[src/rtl/core/dsp_pkg.sv]
package dsp_pkg;

   localparam int ANGLE_W    = 8;
   localparam int PULSE_W    = 16;
   localparam int ALPHA_W    = 9;
   localparam int THR_W      = 8;
   localparam int Q_SHIFT    = 8;
   localparam int Q8_W       = ANGLE_W + Q_SHIFT;
   localparam int ERR_W      = Q8_W + 1;
   localparam int PROD_W     = ERR_W + Q_SHIFT;
   localparam int CSR_IDX_W  = 2;
   localparam int CSR_DATA_W = 16;

   // serial gain multiply: one gain bit a cycle
   localparam int GAIN_STEPS = ALPHA_W;
   localparam int GAIN_CNT_W = $clog2(GAIN_STEPS);
   localparam logic [GAIN_CNT_W-1:0] GAIN_LAST = GAIN_CNT_W'(GAIN_STEPS - 1);

   // pulse unit: angle times span, then restoring divide by 180
   localparam int QUOT_W    = ANGLE_W + PULSE_W;
   localparam int MUL_STEPS = ANGLE_W;
   localparam int DIV_STEPS = QUOT_W;
   localparam int PU_CNT_W  = $clog2(DIV_STEPS);
   localparam logic [PU_CNT_W-1:0] MUL_LAST = PU_CNT_W'(MUL_STEPS - 1);
   localparam logic [PU_CNT_W-1:0] DIV_LAST = PU_CNT_W'(DIV_STEPS - 1);

   localparam logic [ANGLE_W-1:0] MAX_ANGLE_DEG   = 8'd180;
   localparam logic [ANGLE_W-1:0] RESET_ANGLE_DEG = 8'd90;
   localparam logic [ALPHA_W-1:0] ALPHA_ONE       = 9'd256;
   localparam logic [Q8_W-1:0]    MAX_ANGLE_Q8    = {MAX_ANGLE_DEG, {Q_SHIFT{1'b0}}};

   localparam logic [PULSE_W-1:0] MIN_PULSE_RESET = 16'd1000;
   localparam logic [PULSE_W-1:0] MAX_PULSE_RESET = 16'd2000;
   localparam logic [ALPHA_W-1:0] ALPHA_RESET     = 9'd32;
   localparam logic [THR_W-1:0]   THR_RESET       = 8'd1;

   localparam logic [1:0] REQ_TARGET = 2'd0;
   localparam logic [1:0] REQ_TICK   = 2'd1;
   localparam logic [1:0] REQ_DIRECT = 2'd2;

   localparam logic [CSR_IDX_W-1:0] CSR_MIN_PULSE = 2'd0;
   localparam logic [CSR_IDX_W-1:0] CSR_MAX_PULSE = 2'd1;
   localparam logic [CSR_IDX_W-1:0] CSR_ALPHA     = 2'd2;
   localparam logic [CSR_IDX_W-1:0] CSR_THRESHOLD = 2'd3;

   typedef enum logic [2:0] {
      ST_IDLE,
      ST_CHECK,
      ST_GAIN,
      ST_MOVE,
      ST_PULSE
   } ctl_state_type;

   typedef enum logic [1:0] {
      PU_IDLE,
      PU_MUL,
      PU_DIV,
      PU_DONE
   } pu_state_type;

   typedef struct packed {
      logic               start;
      logic               ack;
      logic [ANGLE_W-1:0] angle;
   } pu_ctl_type;

   typedef struct packed {
      logic busy;
      logic done;
   } pu_sts_type;

endpackage

[src/rtl/core/dsp_req_if.sv]
interface dsp_req_if;
   logic                        valid;
   logic                        ready;
   logic [1:0]                  req_type;
   logic [dsp_pkg::ANGLE_W-1:0] angle_deg;

   modport source (output valid, output req_type, output angle_deg, input ready);
   modport sink   (input valid, input req_type, input angle_deg, output ready);
endinterface

[src/rtl/core/dsp_rsp_if.sv]
interface dsp_rsp_if;
   logic                        valid;
   logic                        ready;
   logic [dsp_pkg::PULSE_W-1:0] pulse_us;
   logic                        settled;

   modport source (output valid, output pulse_us, output settled, input ready);
   modport sink   (input valid, input pulse_us, input settled, output ready);
endinterface

[src/rtl/core/dsp_csr_if.sv]
interface dsp_csr_if;
   logic                           valid;
   logic                           ready;
   logic [dsp_pkg::CSR_IDX_W-1:0]  index;
   logic [dsp_pkg::CSR_DATA_W-1:0] data;

   modport source (output valid, output index, output data, input ready);
   modport sink   (input valid, input index, input data, output ready);
endinterface

[src/rtl/core/dsp_pulse_unit.sv]
module dsp_pulse_unit (
   input  logic                        clock,
   input  logic                        reset,
   input  dsp_pkg::pu_ctl_type         ctl,
   input  logic [dsp_pkg::PULSE_W-1:0] min_pulse,
   input  logic [dsp_pkg::PULSE_W-1:0] max_pulse,
   output dsp_pkg::pu_sts_type         sts,
   output logic [dsp_pkg::PULSE_W-1:0] pulse_us
);

   dsp_pkg::pu_state_type state_ff, state_in;

   logic [dsp_pkg::PU_CNT_W-1:0] cnt_ff, cnt_in;
   logic [dsp_pkg::QUOT_W-1:0]   mcand_ff, mcand_in;
   logic [dsp_pkg::ANGLE_W-1:0]  mplier_ff, mplier_in;
   logic [dsp_pkg::QUOT_W-1:0]   acc_ff, acc_in;
   logic [dsp_pkg::ANGLE_W-1:0]  rem_ff, rem_in;
   logic [dsp_pkg::PULSE_W-1:0]  min_ff, min_in;

   logic [dsp_pkg::PULSE_W-1:0]  span;
   logic [dsp_pkg::ANGLE_W:0]    trial;
   logic [dsp_pkg::ANGLE_W:0]    trial_sub;
   logic                         trial_ge;

   // inverted range saturates the span to zero
   assign span = (max_pulse >= min_pulse) ? (max_pulse - min_pulse) : '0;

   assign trial     = {rem_ff, acc_ff[dsp_pkg::QUOT_W-1]};
   assign trial_ge  = (trial >= {1'b0, dsp_pkg::MAX_ANGLE_DEG});
   assign trial_sub = trial - {1'b0, dsp_pkg::MAX_ANGLE_DEG};

   always_comb begin
      state_in = state_ff;
      unique case (state_ff)
         dsp_pkg::PU_IDLE: if (ctl.start) state_in = dsp_pkg::PU_MUL;
         dsp_pkg::PU_MUL:  if (cnt_ff == dsp_pkg::MUL_LAST) state_in = dsp_pkg::PU_DIV;
         dsp_pkg::PU_DIV:  if (cnt_ff == dsp_pkg::DIV_LAST) state_in = dsp_pkg::PU_DONE;
         dsp_pkg::PU_DONE: if (ctl.ack) state_in = dsp_pkg::PU_IDLE;
         default:          state_in = dsp_pkg::PU_IDLE;
      endcase
   end

   always_comb begin
      cnt_in    = cnt_ff;
      mcand_in  = mcand_ff;
      mplier_in = mplier_ff;
      acc_in    = acc_ff;
      rem_in    = rem_ff;
      min_in    = min_ff;
      unique case (state_ff)
         dsp_pkg::PU_IDLE: begin
            if (ctl.start) begin
               mcand_in  = {{dsp_pkg::ANGLE_W{1'b0}}, span};
               mplier_in = ctl.angle;
               acc_in    = '0;
               min_in    = min_pulse;
               cnt_in    = '0;
            end
         end
         dsp_pkg::PU_MUL: begin
            if (mplier_ff[0]) acc_in = acc_ff + mcand_ff;
            mcand_in  = {mcand_ff[dsp_pkg::QUOT_W-2:0], 1'b0};
            mplier_in = {1'b0, mplier_ff[dsp_pkg::ANGLE_W-1:1]};
            rem_in    = '0;
            cnt_in    = (cnt_ff == dsp_pkg::MUL_LAST) ? '0 : cnt_ff + 1'b1;
         end
         dsp_pkg::PU_DIV: begin
            // one quotient bit a cycle, shifted in behind the dividend
            rem_in = trial_ge ? trial_sub[dsp_pkg::ANGLE_W-1:0] : trial[dsp_pkg::ANGLE_W-1:0];
            acc_in = {acc_ff[dsp_pkg::QUOT_W-2:0], trial_ge};
            cnt_in = cnt_ff + 1'b1;
         end
         dsp_pkg::PU_DONE: begin
         end
         default: begin
         end
      endcase
   end

   always_comb begin
      sts.busy = (state_ff != dsp_pkg::PU_IDLE);
      sts.done = (state_ff == dsp_pkg::PU_DONE);
      pulse_us = min_ff + acc_ff[dsp_pkg::PULSE_W-1:0];
   end

   always_ff @(posedge clock) begin
      if (reset) begin
         state_ff <= dsp_pkg::PU_IDLE;
      end else begin
         state_ff <= state_in;
      end
      cnt_ff    <= cnt_in;
      mcand_ff  <= mcand_in;
      mplier_ff <= mplier_in;
      acc_ff    <= acc_in;
      rem_ff    <= rem_in;
      min_ff    <= min_in;
   end

endmodule

[src/rtl/core/damped_servo_pulse_control.sv]
// an item with no result ends on acceptance; a direct request goes straight to the pulse unit,
// a settling tick passes the check first, a moving tick the check, gain multiply and move
// throughput: one item at a time, the next accepted once the result is in the output register
// cost set by the serial gain multiply and the pulse unit's multiply and divide
// reset: synchronous, active high; registers back to defaults, angle 90 degrees, damping idle
module damped_servo_pulse_control (
   input logic        clock,
   input logic        reset,
   dsp_req_if.sink    req,
   dsp_rsp_if.source  rsp,
   dsp_csr_if.sink    csr
);

   dsp_pkg::ctl_state_type state_ff, state_in;

   logic [dsp_pkg::PULSE_W-1:0]    min_ff, max_ff;
   logic [dsp_pkg::ALPHA_W-1:0]    alpha_ff;
   logic [dsp_pkg::THR_W-1:0]      thr_ff;

   logic [dsp_pkg::Q8_W-1:0]       cur_ff, cur_in;
   logic [dsp_pkg::ANGLE_W-1:0]    tgt_ff, tgt_in;
   logic                           damping_ff, damping_in;
   logic                           settled_ff, settled_in;

   logic [dsp_pkg::PROD_W-1:0]     mcand_ff, mcand_in;
   logic [dsp_pkg::ALPHA_W-1:0]    mplier_ff, mplier_in;
   logic [dsp_pkg::PROD_W-1:0]     acc_ff, acc_in;
   logic [dsp_pkg::GAIN_CNT_W-1:0] cnt_ff, cnt_in;

   logic                           rsp_valid_ff, rsp_valid_in;
   logic [dsp_pkg::PULSE_W-1:0]    rsp_pulse_ff, rsp_pulse_in;
   logic                           rsp_settled_ff, rsp_settled_in;

   logic                           req_fire;
   logic                           load_rsp;
   logic [dsp_pkg::ANGLE_W-1:0]    ang_clamp;
   logic [dsp_pkg::ERR_W-1:0]      err;
   logic [dsp_pkg::ERR_W-1:0]      mag;
   logic                           snap;
   logic [dsp_pkg::ALPHA_W-1:0]    gain;
   logic [dsp_pkg::ERR_W-1:0]      step;
   logic [dsp_pkg::ERR_W-1:0]      new_cur;

   dsp_pkg::pu_ctl_type            pu_ctl;
   dsp_pkg::pu_sts_type            pu_sts;
   logic [dsp_pkg::PULSE_W-1:0]    pu_pulse;

   dsp_pulse_unit u_pulse (
      .clock     (clock),
      .reset     (reset),
      .ctl       (pu_ctl),
      .min_pulse (min_ff),
      .max_pulse (max_ff),
      .sts       (pu_sts),
      .pulse_us  (pu_pulse)
   );

   assign req_fire  = req.valid && req.ready;
   assign ang_clamp = (req.angle_deg > dsp_pkg::MAX_ANGLE_DEG) ? dsp_pkg::MAX_ANGLE_DEG
                                                               : req.angle_deg;

   assign err  = {1'b0, tgt_ff, {dsp_pkg::Q_SHIFT{1'b0}}} - {1'b0, cur_ff};
   assign mag  = err[dsp_pkg::ERR_W-1] ? (~err + 1'b1) : err;
   assign snap = (mag <= {1'b0, thr_ff, {dsp_pkg::Q_SHIFT{1'b0}}});
   assign gain = (alpha_ff > dsp_pkg::ALPHA_ONE) ? dsp_pkg::ALPHA_ONE : alpha_ff;

   // arithmetic shift of the product gives the floor
   assign step    = acc_ff[dsp_pkg::PROD_W-1:dsp_pkg::Q_SHIFT];
   assign new_cur = {1'b0, cur_ff} + step;

   always_comb begin
      state_in = state_ff;
      unique case (state_ff)
         dsp_pkg::ST_IDLE: begin
            if (req_fire) begin
               case (req.req_type)
                  dsp_pkg::REQ_TICK:   if (damping_ff) state_in = dsp_pkg::ST_CHECK;
                  dsp_pkg::REQ_DIRECT: state_in = dsp_pkg::ST_PULSE;
                  default:             state_in = dsp_pkg::ST_IDLE;
               endcase
            end
         end
         dsp_pkg::ST_CHECK: state_in = snap ? dsp_pkg::ST_PULSE : dsp_pkg::ST_GAIN;
         dsp_pkg::ST_GAIN:  if (cnt_ff == dsp_pkg::GAIN_LAST) state_in = dsp_pkg::ST_MOVE;
         dsp_pkg::ST_MOVE:  state_in = dsp_pkg::ST_PULSE;
         dsp_pkg::ST_PULSE: if (load_rsp) state_in = dsp_pkg::ST_IDLE;
         default:           state_in = dsp_pkg::ST_IDLE;
      endcase
   end

   always_comb begin
      req.ready    = (state_ff == dsp_pkg::ST_IDLE);
      load_rsp     = (state_ff == dsp_pkg::ST_PULSE) && pu_sts.done
                     && (!rsp_valid_ff || rsp.ready);
      pu_ctl.ack   = load_rsp;
      pu_ctl.start = 1'b0;
      pu_ctl.angle = ang_clamp;
      unique case (state_ff)
         dsp_pkg::ST_IDLE: begin
            pu_ctl.start = req_fire && (req.req_type == dsp_pkg::REQ_DIRECT);
         end
         dsp_pkg::ST_CHECK: begin
            pu_ctl.start = snap;
            pu_ctl.angle = tgt_ff;
         end
         dsp_pkg::ST_MOVE: begin
            pu_ctl.start = 1'b1;
            pu_ctl.angle = new_cur[dsp_pkg::Q8_W-1:dsp_pkg::Q_SHIFT];
         end
         default: begin
         end
      endcase
   end

   always_comb begin
      cur_in     = cur_ff;
      tgt_in     = tgt_ff;
      damping_in = damping_ff;
      settled_in = settled_ff;
      mcand_in   = mcand_ff;
      mplier_in  = mplier_ff;
      acc_in     = acc_ff;
      cnt_in     = cnt_ff;
      unique case (state_ff)
         dsp_pkg::ST_IDLE: begin
            if (req_fire) begin
               case (req.req_type)
                  dsp_pkg::REQ_TARGET: begin
                     tgt_in     = ang_clamp;
                     damping_in = 1'b1;
                  end
                  dsp_pkg::REQ_DIRECT: settled_in = 1'b0;
                  default: begin
                  end
               endcase
            end
         end
         dsp_pkg::ST_CHECK: begin
            if (snap) begin
               cur_in     = {tgt_ff, {dsp_pkg::Q_SHIFT{1'b0}}};
               damping_in = 1'b0;
               settled_in = 1'b1;
            end else begin
               mcand_in  = {{(dsp_pkg::PROD_W - dsp_pkg::ERR_W){err[dsp_pkg::ERR_W-1]}}, err};
               mplier_in = gain;
               acc_in    = '0;
               cnt_in    = '0;
            end
         end
         dsp_pkg::ST_GAIN: begin
            if (mplier_ff[0]) acc_in = acc_ff + mcand_ff;
            mcand_in  = {mcand_ff[dsp_pkg::PROD_W-2:0], 1'b0};
            mplier_in = {1'b0, mplier_ff[dsp_pkg::ALPHA_W-1:1]};
            cnt_in    = cnt_ff + 1'b1;
         end
         dsp_pkg::ST_MOVE: begin
            cur_in     = new_cur[dsp_pkg::Q8_W-1:0];
            settled_in = 1'b0;
         end
         default: begin
         end
      endcase
   end

   always_comb begin
      rsp_pulse_in   = rsp_pulse_ff;
      rsp_settled_in = rsp_settled_ff;
      if (load_rsp) begin
         rsp_valid_in   = 1'b1;
         rsp_pulse_in   = pu_pulse;
         rsp_settled_in = settled_ff;
      end else if (rsp.ready) begin
         rsp_valid_in = 1'b0;
      end else begin
         rsp_valid_in = rsp_valid_ff;
      end
   end

   assign rsp.valid    = rsp_valid_ff;
   assign rsp.pulse_us = rsp_pulse_ff;
   assign rsp.settled  = rsp_settled_ff;
   assign csr.ready    = 1'b1;

   always_ff @(posedge clock) begin
      if (reset) begin
         state_ff     <= dsp_pkg::ST_IDLE;
         cur_ff       <= {dsp_pkg::RESET_ANGLE_DEG, {dsp_pkg::Q_SHIFT{1'b0}}};
         tgt_ff       <= '0;
         damping_ff   <= 1'b0;
         rsp_valid_ff <= 1'b0;
         min_ff       <= dsp_pkg::MIN_PULSE_RESET;
         max_ff       <= dsp_pkg::MAX_PULSE_RESET;
         alpha_ff     <= dsp_pkg::ALPHA_RESET;
         thr_ff       <= dsp_pkg::THR_RESET;
      end else begin
         state_ff     <= state_in;
         cur_ff       <= cur_in;
         tgt_ff       <= tgt_in;
         damping_ff   <= damping_in;
         rsp_valid_ff <= rsp_valid_in;
         if (csr.valid && csr.ready) begin
            unique case (csr.index)
               dsp_pkg::CSR_MIN_PULSE: min_ff   <= csr.data;
               dsp_pkg::CSR_MAX_PULSE: max_ff   <= csr.data;
               dsp_pkg::CSR_ALPHA:     alpha_ff <= csr.data[dsp_pkg::ALPHA_W-1:0];
               dsp_pkg::CSR_THRESHOLD: thr_ff   <= csr.data[dsp_pkg::THR_W-1:0];
               default: begin
               end
            endcase
         end
      end
      settled_ff     <= settled_in;
      mcand_ff       <= mcand_in;
      mplier_ff      <= mplier_in;
      acc_ff         <= acc_in;
      cnt_ff         <= cnt_in;
      rsp_pulse_ff   <= rsp_pulse_in;
      rsp_settled_ff <= rsp_settled_in;
   end

   // a snap lands exactly on the target and ends damping
   ast_snap: assert property (@(posedge clock) disable iff (reset)
      (state_ff == dsp_pkg::ST_CHECK && snap) |=>
         (cur_ff == {tgt_ff, {dsp_pkg::Q_SHIFT{1'b0}}} && !damping_ff))
      else $error("snap did not land on target");

   // gain at most one, so a move never leaves the angle range
   ast_move_range: assert property (@(posedge clock) disable iff (reset)
      (state_ff == dsp_pkg::ST_MOVE) |=> (cur_ff <= dsp_pkg::MAX_ANGLE_Q8))
      else $error("current angle beyond range after move");

   ast_busy_no_accept: assert property (@(posedge clock) disable iff (reset)
      pu_sts.busy |-> !req.ready)
      else $error("request accepted while pulse unit busy");

   ast_target_arms: assert property (@(posedge clock) disable iff (reset)
      (req_fire && req.req_type == dsp_pkg::REQ_TARGET) |=> damping_ff)
      else $error("set-target request did not arm damping");

endmodule

[src/flat_wrapper.sv]
// flat-port wrapper written by rule: the top's interface ports become plain ports
module damped_servo_pulse_control_flat 
  (clock, reset, req_valid, req_req_type, req_angle_deg, req_ready, rsp_valid, rsp_pulse_us, rsp_settled, rsp_ready, csr_valid, csr_index, csr_data, csr_ready);
  dsp_req_if req_i ();
  dsp_rsp_if rsp_i ();
  dsp_csr_if csr_i ();
  input logic clock;
  input logic reset;
  input wire logic [$bits(req_i.valid)-1:0] req_valid;
  input wire logic [$bits(req_i.req_type)-1:0] req_req_type;
  input wire logic [$bits(req_i.angle_deg)-1:0] req_angle_deg;
  output wire logic [$bits(req_i.ready)-1:0] req_ready;
  output wire logic [$bits(rsp_i.valid)-1:0] rsp_valid;
  output wire logic [$bits(rsp_i.pulse_us)-1:0] rsp_pulse_us;
  output wire logic [$bits(rsp_i.settled)-1:0] rsp_settled;
  input wire logic [$bits(rsp_i.ready)-1:0] rsp_ready;
  input wire logic [$bits(csr_i.valid)-1:0] csr_valid;
  input wire logic [$bits(csr_i.index)-1:0] csr_index;
  input wire logic [$bits(csr_i.data)-1:0] csr_data;
  output wire logic [$bits(csr_i.ready)-1:0] csr_ready;
  assign req_i.valid = req_valid;
  assign req_i.req_type = req_req_type;
  assign req_i.angle_deg = req_angle_deg;
  assign req_ready = req_i.ready;
  assign rsp_valid = rsp_i.valid;
  assign rsp_pulse_us = rsp_i.pulse_us;
  assign rsp_settled = rsp_i.settled;
  assign rsp_i.ready = rsp_ready;
  assign csr_i.valid = csr_valid;
  assign csr_i.index = csr_index;
  assign csr_i.data = csr_data;
  assign csr_ready = csr_i.ready;
  damped_servo_pulse_control u_core (.clock(clock), .reset(reset), .req(req_i), .rsp(rsp_i), .csr(csr_i));
endmodule
[config.mk]
export PLATFORM = sky130hd
export DESIGN_NAME = damped_servo_pulse_control_flat
export DESIGN_NICKNAME = d
export VERILOG_FILES = /design/src/rtl/core/dsp_pkg.sv /design/src/rtl/core/dsp_req_if.sv /design/src/rtl/core/dsp_rsp_if.sv /design/src/rtl/core/dsp_csr_if.sv /design/src/rtl/core/dsp_pulse_unit.sv /design/src/rtl/core/damped_servo_pulse_control.sv /design/src/flat_wrapper.sv
export SDC_FILE = /design/constraint.sdc
export NUM_CORES = 1
export LEC_CHECK = 0
export BUFFER_PORTS_ARGS = -buffer_cell sky130_fd_sc_hd__buf_2
export CAP_MARGIN = 20
export CORE_AREA = 4 4 165 167
export CTS_CLUSTER_SIZE = 10
export DETAILED_ROUTE_END_ITERATION = 10
export DIE_AREA = 0 0 169 171
export GPL_TIMING_DRIVEN = 0
export PLACE_DENSITY = 0.85
export RECOVER_POWER = 100
export SLEW_MARGIN = 25
export SYNTH_ARGS = -nofsm -noshare
export SYNTH_HDL_FRONTEND = slang
export SYNTH_SLANG_ARGS = --single-unit
export TNS_END_PERCENT = 20
[constraint.sdc]
create_clock -name clock -period 11.8 [get_ports clock]
set_clock_uncertainty 0.2 [all_clocks]
set_input_delay 2.36 -clock clock [delete_from_list [all_inputs] [get_ports clock]]
set_output_delay 2.36 -clock clock [all_outputs]
set_load 0.01 [all_outputs]
After elaboration in Yosys (flattened, before gate mapping)
Cells that the tools add are included.
W data, S select, Z words.

word-level totals
  bits in registers = 246
  bits of input ports = 33
  output and inout port bits = 20

cells by class
  $add $sub $neg = 10
  $lt $le $gt $ge = 5
  equal/unequal tests = 29
  multiplexer cells = 51
  bitwise logic cells = 1
  reduce and logical (&&, ||, !) cells = 34

operators with widths
  cell                     number
  $pmux W25 S2             2
  $mux W25                 3
  $mux W24                 3
  $pmux W24 S3             1
  $pmux W24 S2             1
  $pmux W8 S2              3
  $add A16 B16 Y16         2
  $mux W16                 2
  $pmux W16 S2             1
  $add A25 B25 Y25         1
  $add A24 B24 Y24         1
  $mux W8                  3
  $mux W9                  2
  $pmux W9 S2              1
  $reduce_and A2 Y1        9
  $add A17 B1 Y17 const B  1
  $le A17 B16 Y1           1
  $mux W17                 1
  $not A17 Y17             1
  $sub A16 B16 Y17         1
  $ge A16 B16 Y1           1
  $reduce_and A4 Y1        4
  $sub A16 B16 Y16         1
  $mux W3                  5
  other kinds (36)         79

Depth between registers and ports, before layout
Gate-level depths: netlist of run 1.

  depth after elaboration = 8
  gate-level depth with buffers = 22
  depth with buffers taken out = 18

Modules after synthesis
From an unflattened synthesis of run 1, not the netlist that was laid out.

second synthesis, totals
  cells, all modules = 1661
  area total of the unflattened synthesis = 15623.7 um2

modules (own cells, without submodules)
  module                      times used  cells each  area an instance (um2)  sequential area each (um2)
  damped_servo_pulse_control  1           1007        9177.6                  3933.8
  dsp_pulse_unit              1           654         6446.2                  2592.5

Least setup slack after synthesis of run 1
No wires, ideal clock.

  path type = flip-flop to flip-flop
  start point = register u_core.cur_ff[0] in the netlist's numbering
  end point = register u_core.u_pulse.mcand_ff[0] in the netlist's numbering, enable pin
  library setup time = 0.432 ns
  arrival = 5.549 ns
  data required time = 11.168 ns
  slack = 5.619 ns
  cell stages (with the launch flop) = 21
  path buffers = 2
  clock period less this slack = 6.181 ns
  cell sequence = dfxtp_1 > buf_2 > inv_1 > ha_1 > buf_2 > nor3b_2 > and4_4 > a2111oi_0 > o21ai_1 > nor4b_2 > a31oi_1 > xnor2_1 > ha_1 > nand3_1 > nor3_1 > o311ai_0 > a211oi_1 > nand3_1 > a21o_2 > and2_4 > a21oi_1

between the ends
  cells in the longest elaborated chain, start to end = 8

RTL lines
  item                                  line                               text
  start, declared                       damped_servo_pulse_control.sv:20   logic [dsp_pkg::Q8_W-1:0] cur_ff, cur_in;
  start signal, assigned                damped_servo_pulse_control.sv:187  cur_ff <= {dsp_pkg::RESET_ANGLE_DEG, {dsp_pkg::Q_SHIFT{1'b0}}};
  start signal, assigned                damped_servo_pulse_control.sv:197  cur_ff <= cur_in;
  $sub A16 B16 Y17 *                    damped_servo_pulse_control.sv:62   assign err = {1'b0, tgt_ff, {dsp_pkg::Q_SHIFT{1'b0}}} - {1'b0, cur_ff};
  $not A17 Y17                          damped_servo_pulse_control.sv:63   assign mag = err[dsp_pkg::ERR_W-1] ? (~err + 1'b1) : err;
  $add A17 B1 Y17                       damped_servo_pulse_control.sv:63
  $mux W17 *                            damped_servo_pulse_control.sv:63
  $le A17 B16 Y1 *                      damped_servo_pulse_control.sv:64   assign snap = (mag <= {1'b0, thr_ff, {dsp_pkg::Q_SHIFT{1'b0}}});
  $pmux W1 S3 *                         damped_servo_pulse_control.sv:98   unique case (state_ff)
  $ne A2 B1 Y1 (no source line) *       --
  $reduce_and A2 Y1 (no source line) *  --
  end signal, assigned                  dsp_pulse_unit.sv:93               mcand_ff <= mcand_in;
  end, declared                         dsp_pulse_unit.sv:14               logic [dsp_pkg::QUOT_W-1:0] mcand_ff, mcand_in;

Every way passes the cells marked *; elsewhere a longest branch is shown, timed or not.
A chain may end at the register's enable or synchronous reset.

Final worst setup path of run 1
  start point = register u_core.cur_ff[0] in the netlist's numbering
  end point = register u_core.u_pulse.acc_ff[23] in the netlist's numbering, enable pin

between the ends
  cells in the longest elaborated chain, start to end = 8

RTL lines
  item                                  line                              text
  $sub A16 B16 Y17 *                    damped_servo_pulse_control.sv:62
  $not A17 Y17                          damped_servo_pulse_control.sv:63
  $add A17 B1 Y17                       damped_servo_pulse_control.sv:63
  $mux W17 *                            damped_servo_pulse_control.sv:63
  $le A17 B16 Y1 *                      damped_servo_pulse_control.sv:64
  $pmux W1 S3 *                         damped_servo_pulse_control.sv:98
  $ne A2 B1 Y1 (no source line) *       --
  $reduce_and A3 Y1 (no source line) *  --
  end signal, assigned                  dsp_pulse_unit.sv:95              acc_ff <= acc_in;
  end, declared                         dsp_pulse_unit.sv:16              logic [dsp_pkg::QUOT_W-1:0] acc_ff, acc_in;

Marked as above.

==> impl_metrics.ini, run 1 <==
[logic_synthesis]
synth.avg_cell_area_um2 = 9.432
synthCells = 1626
seq_area_frac_synth_pct = 42.55
synth_nets = 1783
ys_types = 90
synth.top_cells.by_area = edfxtp_1 (32%), dfxtp_1 (10%), ha_1 (9.7%)
synth_edf_count = 164
yosys_warnings = 0
synthFlopType = edfxtp_1
synth-async-reset-ratio_pct = 0
yosys.area.top_type_share_pct = 32.11
syn_area_um2 = 15340
synth.largest_area_cell = edfxtp_1
ys_ff_latch = 244

[place]
place_congestion = 0.9560
preCtsSetupSlack_ps = 5664
dpl_cell_area_um2 = 16150
io_buffers = 50
dp_hpwl_um = 29130
dpl.cell_count = 2015

[die]
fp.coreArea_um2 = 25760
row_count = 59
initial_core_util_pct = 59.53
fp.dieH_um = 171
io_pins = 53
design.die.area_um2 = 28900
die_x_um = 169

[worst_hold_path]
hold_depth = 0
min_to = u_core.rsp.settled
hp-class = reg -> reg
hold_start = u_core.settled_ff

[pwr]
clockPowerShare_pct = 30.1
switching_share_pct = 32.61
p_leak_nw = 6.415
peakVddDrop_uv = 164.5
pwr-share-seq_pct = 40.6
p_int_mw = 1.885
powerDensity_nw_per_um2 = 166.1
finalPower_mw = 2.797
p_comb_share_pct = 29.3
power.switching_mw = 0.9122

[status]
violations = max-capacitance violations, max-slew violations
status = finished, violations left

[detailed_routing]
drtIter0Drc = 1171
drc_errors = 0
vias_per_cell = 6.306
drtAntennaViolNets = 0
wl_um = 39980
avgRoutedWirePerCell_um = 19.32
firstDrtPassIters = 5
via_count = 13050

[cells_and_area]
layout_common_cells = nand2_1 (210), edfxtp_1 (164), nor2_1 (126)
layout.nets = 1868
fin_cells = 2069
post-route-util_pct = 65.35
syn_to_final_growth_pct = 9.773
drive_above_1_share_pct = 5.828
final_area_um2 = 16840
final_common_cell = nand2_1
fillers = 1977

[clocking]
postCtsHoldBufs = 0
postCtsResizedCells = 0
htreeDepth = 1
clockRootBuffer = clkbuf_16
clockBufferDepth = 3
clkSinkCount = 244
cts_buffers = 29
insertion_delay_ps = 550
cts_setup_buffers = 0
clk_pin_slew_ps = 60
cts_tree = done

[global_routing]
globalRouteOverflowTotal = 0
grt_pass1_vias = 12390
antenna_found_initial = 1
grt_pass1_wl_um = 63160
grt_usage_pct = 26.62
grt_max_degree = 23

[worst_setup_path]
path_cells = clkbuf_1, inv_1, ha_1, clkbuf_1, nor3b_1, and4_4, a2111oi_0, o21ai_0, nor4_1, a21oi_1, xor2_1, ha_1, nand4_1, nor3_1, o311ai_0, a211oi_1, nand3_1, a21o_1, and2_0, a221oi_1, clkbuf_1
worstPathMaxFanout = 13
worstSetupPathType = reg -> reg
cp-start-kind = flop
rrSetupSlack_ps = 3330
critPathRequiredTime_ps = 11770
r2r-start = u_core.cur_ff[0]
cp-end-kind = flop
cp_common_cell = clkbuf_1
rr_endpoint = u_core.u_pulse.acc_ff[23]
slowest_delay_ps = 1620
critPathArrivalTime_ps = 8440
slowest_stage = a221oi_1
worstRegToRegCells = 21

[timing]
setup_violations = 0
slew_viol_final = 30
hold_viol_final = 0
fmax_mhz = 118.0
slew_headroom_pct = -111.7
tns_ps = 0
finalCriticalPeriod_ps = 8472
layout_setup_ws_ps = 3328
whs_ps = 249.3
fin_crit_sh_pct = 71.80
tightest_slew_ps = 3142
rsz0062_at_grt = no

[job]
cap_viol_max_count = 2
registers in the layout, indices dropped and copies added (netlist names), 3 cells and up:
name	count
u_core.min_ff	16
u_core.u_pulse.acc_ff	24
u_core.u_pulse.mplier_ff	8
u_core.mplier_ff	9
u_core.alpha_ff	9
u_core.cur_ff	16
u_core.tgt_ff	8
u_core.acc_ff	24
u_core.u_pulse.rem_ff	8
u_core.rsp.pulse_us	16
u_core.mcand_ff	24
u_core.u_pulse.min_ff	16
u_core.state_ff	3
u_core.thr_ff	8
u_core.u_pulse.cnt_ff	5
u_core.u_pulse.mcand_ff	24
u_core.max_ff	16
u_core.cnt_ff	4
power groups by stage:
stage / Combinational, mW / Sequential, mW / Clock [mW]
2_1_floorplan: 0.623 / 1.12 / 0
3_3_place_gp: 0.758 / 1.15 / 0
3_5_place_dp: 0.823 / 1.14 / 0
4_1_cts: 0.832 / 1.13 / 0.849
5_1_grt: 0.903 / 1.14 / 0.879
6_report: 0.820 / 1.13 / 0.843
synthesized netlist by cell type, types with 21 or more instances:
cell type and instances:
nor3_1 35, nand2_1 210, a21o_1 23, nor2_1 126, a22o_1 21, and2_1 25
dfxtp_1 80, o21ai_0 65, inv_1 78, xnor2_1 58, nand3_1 38, nand3b_1 21
a21oi_1 124, edfxtp_1 164, ha_1 119, nor2b_1 37, xor2_1 34, a211oi_1 24
clkbuf_1 51
cells by family (layout without fill, tap and decap cells):
group,count (synthesis),count (layout),share of synthesized area [%]
and+or+nand+nor,600,600,19.34
buffers and inverters,140,247,3.598
DFF,244,244,42.55
other,1,2,0.02445
xor gates and xnor gates,92,92,5.254
muxes,10,10,0.6690
adders and majority gates,124,124,10.36
AOI/OAI and AO/OA,415,415,18.20
worst max path at each step:
stage / start / to / slack (ps) / depth (start not counted)
finish: u_core.cur_ff[0] / u_core.u_pulse.acc_ff[23] / 3330 / 21
global placement: u_core.cur_ff[0] / u_core.u_pulse.mcand_ff[15] / 4220 / 20
floorplan: u_core.cur_ff[0] / u_core.u_pulse.mcand_ff[0] / 5620 / 20
global route: u_core.cur_ff[0] / u_core.u_pulse.acc_ff[1] / 2870 / 21
CTS: u_core.cur_ff[0] / u_core.u_pulse.acc_ff[23] / 5640 / 21
detailed placement: u_core.cur_ff[0] / u_core.u_pulse.acc_ff[13] / 5660 / 21
final cells by class:
type / instances / area [um2] / share of cell area, %
Antenna cell: 1 / 2.502 / 0.01486
Buffer: 62 / 249.0 / 1.479
Clock buffer: 52 / 882.1 / 5.239
Clock inverter: 1 / 8.758 / 0.05202
Inverter: 78 / 292.8 / 1.739
Multi-Input combinational cell: 1242 / 8195 / 48.68
Sequential cell: 244 / 6526 / 38.76
Tap cell: 335 / 419.2 / 2.490
Timing Repair Buffer: 54 / 260.3 / 1.546
layer usage:
layer	part of all wire (%)	vias to the layer above	global-route usage, %
li1	-	6126	-
met1	42	6191	35.94
met2	47	639	44.84
met3	7.8	92	3.073
met4	3.1	0	9.310
met5	0	-	0
worst max-delay path: cells and delay by family, from the launching register on:
family          cells  cell delay [ps]
compound gates      7             3380
simple gates        7             2080
buf+inv             4             1450
fa+ha+maj           2              520
flops               1              350
xor+xnor            1              100
Power figures use the tool's default switching activity.
==> inputs of run 2 (changes only) <==
--- a/config.mk
+++ b/config.mk
@@ -7,12 +7,12 @@
 export LEC_CHECK = 0
 export BUFFER_PORTS_ARGS = -buffer_cell sky130_fd_sc_hd__buf_2
 export CAP_MARGIN = 20
-export CORE_AREA = 4 4 165 167
+export CORE_AREA = 4 4 170 172
 export CTS_CLUSTER_SIZE = 10
 export DETAILED_ROUTE_END_ITERATION = 10
-export DIE_AREA = 0 0 169 171
+export DIE_AREA = 0 0 174 176
 export GPL_TIMING_DRIVEN = 0
-export PLACE_DENSITY = 0.85
+export PLACE_DENSITY = 0.84
 export RECOVER_POWER = 100
 export SLEW_MARGIN = 25
 export SYNTH_ARGS = -nofsm -noshare
==> constraint.sdc (replaced) <==
create_clock -name clock -period 7.7 [get_ports clock]
set_clock_uncertainty 0.2 [all_clocks]
set_input_delay 1.54 -clock clock [delete_from_list [all_inputs] [get_ports clock]]
set_output_delay 1.54 -clock clock [all_outputs]
set_load 0.01 [all_outputs]
==> run 2 against run 1 <==
The run now ends clean. Critical path type unchanged. Highest routed layer unchanged. Design area rose by 0.54%. Setup slack got worse by 2300 ps. Largest power group unchanged. First-iteration DRC count fell by 1.1%. Global-route usage fell by 1.2 points.
==> impl_metrics.ini, run 2 (synthesis results as in run 1) <==
[status]
status = complete, no violations

[die]
fp.dieH_um = 176
die_x_um = 174
design.die.area_um2 = 30620
io_pins = 53
row_count = 61
fp.coreArea_um2 = 27480
initial_core_util_pct = 55.82

[clocking]
postCtsResizedCells = 0
htreeDepth = 1
clk_pin_slew_ps = 60
postCtsHoldBufs = 0
insertion_delay_ps = 560
clkSinkCount = 244
clockRootBuffer = clkbuf_16
cts_setup_buffers = 0
clockBufferDepth = 3
cts_tree = done
cts_buffers = 29

[worst_setup_path]
slowest_delay_ps = 750
critPathRequiredTime_ps = 7750
worstSetupPathType = reg -> reg
worstRegToRegCells = 21
worstPathMaxFanout = 17
critPathArrivalTime_ps = 6740
slowest_stage = a21oi_2
rrSetupSlack_ps = 1010
cp-end-kind = flop
crit_family = simple AND/OR/NAND/NOR gates
path_cells = clkbuf_1, inv_1, ha_1, clkbuf_1, nor4bb_1, a2111oi_0, nand3b_1, nor2_1, nor4b_1, a31oi_1, xnor2_1, ha_1, nand3_1, nor3_1, o311ai_0, a211oi_1, nand3_1, a21o_1, and2_4, a21oi_2, buf_16
rr_endpoint = u_core.u_pulse.mcand_ff[16]
r2r-start = u_core.cur_ff[0]
cp-start-kind = flop
critPathLaunch = u_core.cur_ff[0]
critPathBufInv = 4

[timing]
tns_ps = 0
setup_violations = 0
whs_ps = 258.3
slew_viol_final = 0
fin_crit_sh_pct = 86.94
hold_viol_final = 0
tightest_slew_ps = 1257
slew_headroom_pct = 15.30
rsz0062_at_grt = no
fmax_mhz = 149.4
finalCriticalPeriod_ps = 6694

[detailed_routing]
vias_per_cell = 6.184
avgRoutedWirePerCell_um = 19.04
drtIter0Drc = 1158
firstDrtPassIters = 7
drtAntennaViolNets = 0
wl_um = 39650
via_count = 12880
drc_errors = 0

[job]
cap_viol_max_count = 0

[global_routing]
grt_pass1_wl_um = 64270
grt_pass1_vias = 12380
grt_max_degree = 22
globalRouteOverflowTotal = 0
antenna_found_initial = 3
grt_usage_pct = 25.38

[pwr]
power.switching_mw = 1.398
p_leak_nw = 6.450
p_int_mw = 2.887
clockPowerShare_pct = 29.7
peakVddDrop_uv = 158.1
pwr-share-seq_pct = 40.4
powerDensity_nw_per_um2 = 253.2
switching_share_pct = 32.64
p_comb_share_pct = 29.9

[cells_and_area]
fin_cells = 2082
final_common_cell = nand2_1
post-route-util_pct = 61.60
final_area_um2 = 16930
syn_to_final_growth_pct = 10.36
layout.nets = 1868
drive_above_1_share_pct = 6.232
layout_common_cells = nand2_1 (210), edfxtp_1 (164), nor2_1 (126)

[place]
dp_hpwl_um = 29370
io_buffers = 50
dpl.cell_count = 2026
place_congestion = 0.9782
dpl_cell_area_um2 = 16170

[worst_hold_path]
hp-class = reg -> reg
min_to = u_core.u_pulse.min_ff[9]
hold_depth = 0
hold_start = u_core.min_ff[9]
run 2: power by group through the flow:
| stage | sequential [mW] | combinational (mW) | clock, mW |
|---|---|---|---|
| final | 1.73 | 1.28 | 1.27 |
| after floorplan | 1.71 | 0.954 | 0 |
| after global placement | 1.76 | 1.16 | 0 |
| after global routing | 1.75 | 1.42 | 1.34 |
| after detailed placement | 1.75 | 1.26 | 0 |
| after CTS | 1.73 | 1.27 | 1.28 |
run 2: worst max path at each step:
| stage | to | cells after the start |
|---|---|---|
| 3_5_place_dp | u_core.u_pulse.acc_ff[11] | 21 |
| 5_1_grt | u_core.u_pulse.mcand_ff[17] | 21 |
| 3_3_place_gp | u_core.acc_ff[1] | 19 |
| 4_1_cts | u_core.u_pulse.acc_ff[15] | 21 |
| 2_1_floorplan | u_core.u_pulse.mcand_ff[0] | 20 |
| 6_report | u_core.u_pulse.mcand_ff[16] | 21 |
run 2: routing by layer:
metal	GRT usage, %	share of wire, %	vias up
met2	43.51	49	507
li1	-	-	6133
met3	3.854	6.7	89
met5	0	0	-
met1	33.12	41	6147
met4	8.644	3.1	0
run 2: worst register-to-register path, cell delays in order (launching register included):
cell and delay, ps:
dfxtp_1 360, clkbuf_1 250, inv_1 160, ha_1 150
clkbuf_1 340, nor4bb_1 600, a2111oi_0 190, nand3b_1 340
nor2_1 200, nor4b_1 550, a31oi_1 190, xnor2_1 180
ha_1 340, nand3_1 90, nor3_1 140, o311ai_0 150
a211oi_1 360, nand3_1 120, a21o_1 260, and2_4 210
a21oi_2 750, buf_16 240
run 2: cell type report:
cell class / count / area, um2
Tap cell: 346 / 432.9
Clock inverter: 1 / 8.758
Antenna cell: 3 / 7.507
Multi-Input combinational cell: 1242 / 8234
Fill cell: 2201 / 10550
Inverter: 78 / 292.8
Sequential cell: 244 / 6526
Buffer: 62 / 249.0
Clock buffer: 52 / 853.3
Timing Repair Buffer: 54 / 321.6
run 2: through the flow:
step | power, mW | worst slack [ps]
finish | 4.285 | 1006
global route | 4.501 | 607.0
CTS | 4.281 | 1548
detailed placement | 3.012 | 1598
global placement | 2.912 | -239.2
floorplan | 2.667 | 1519
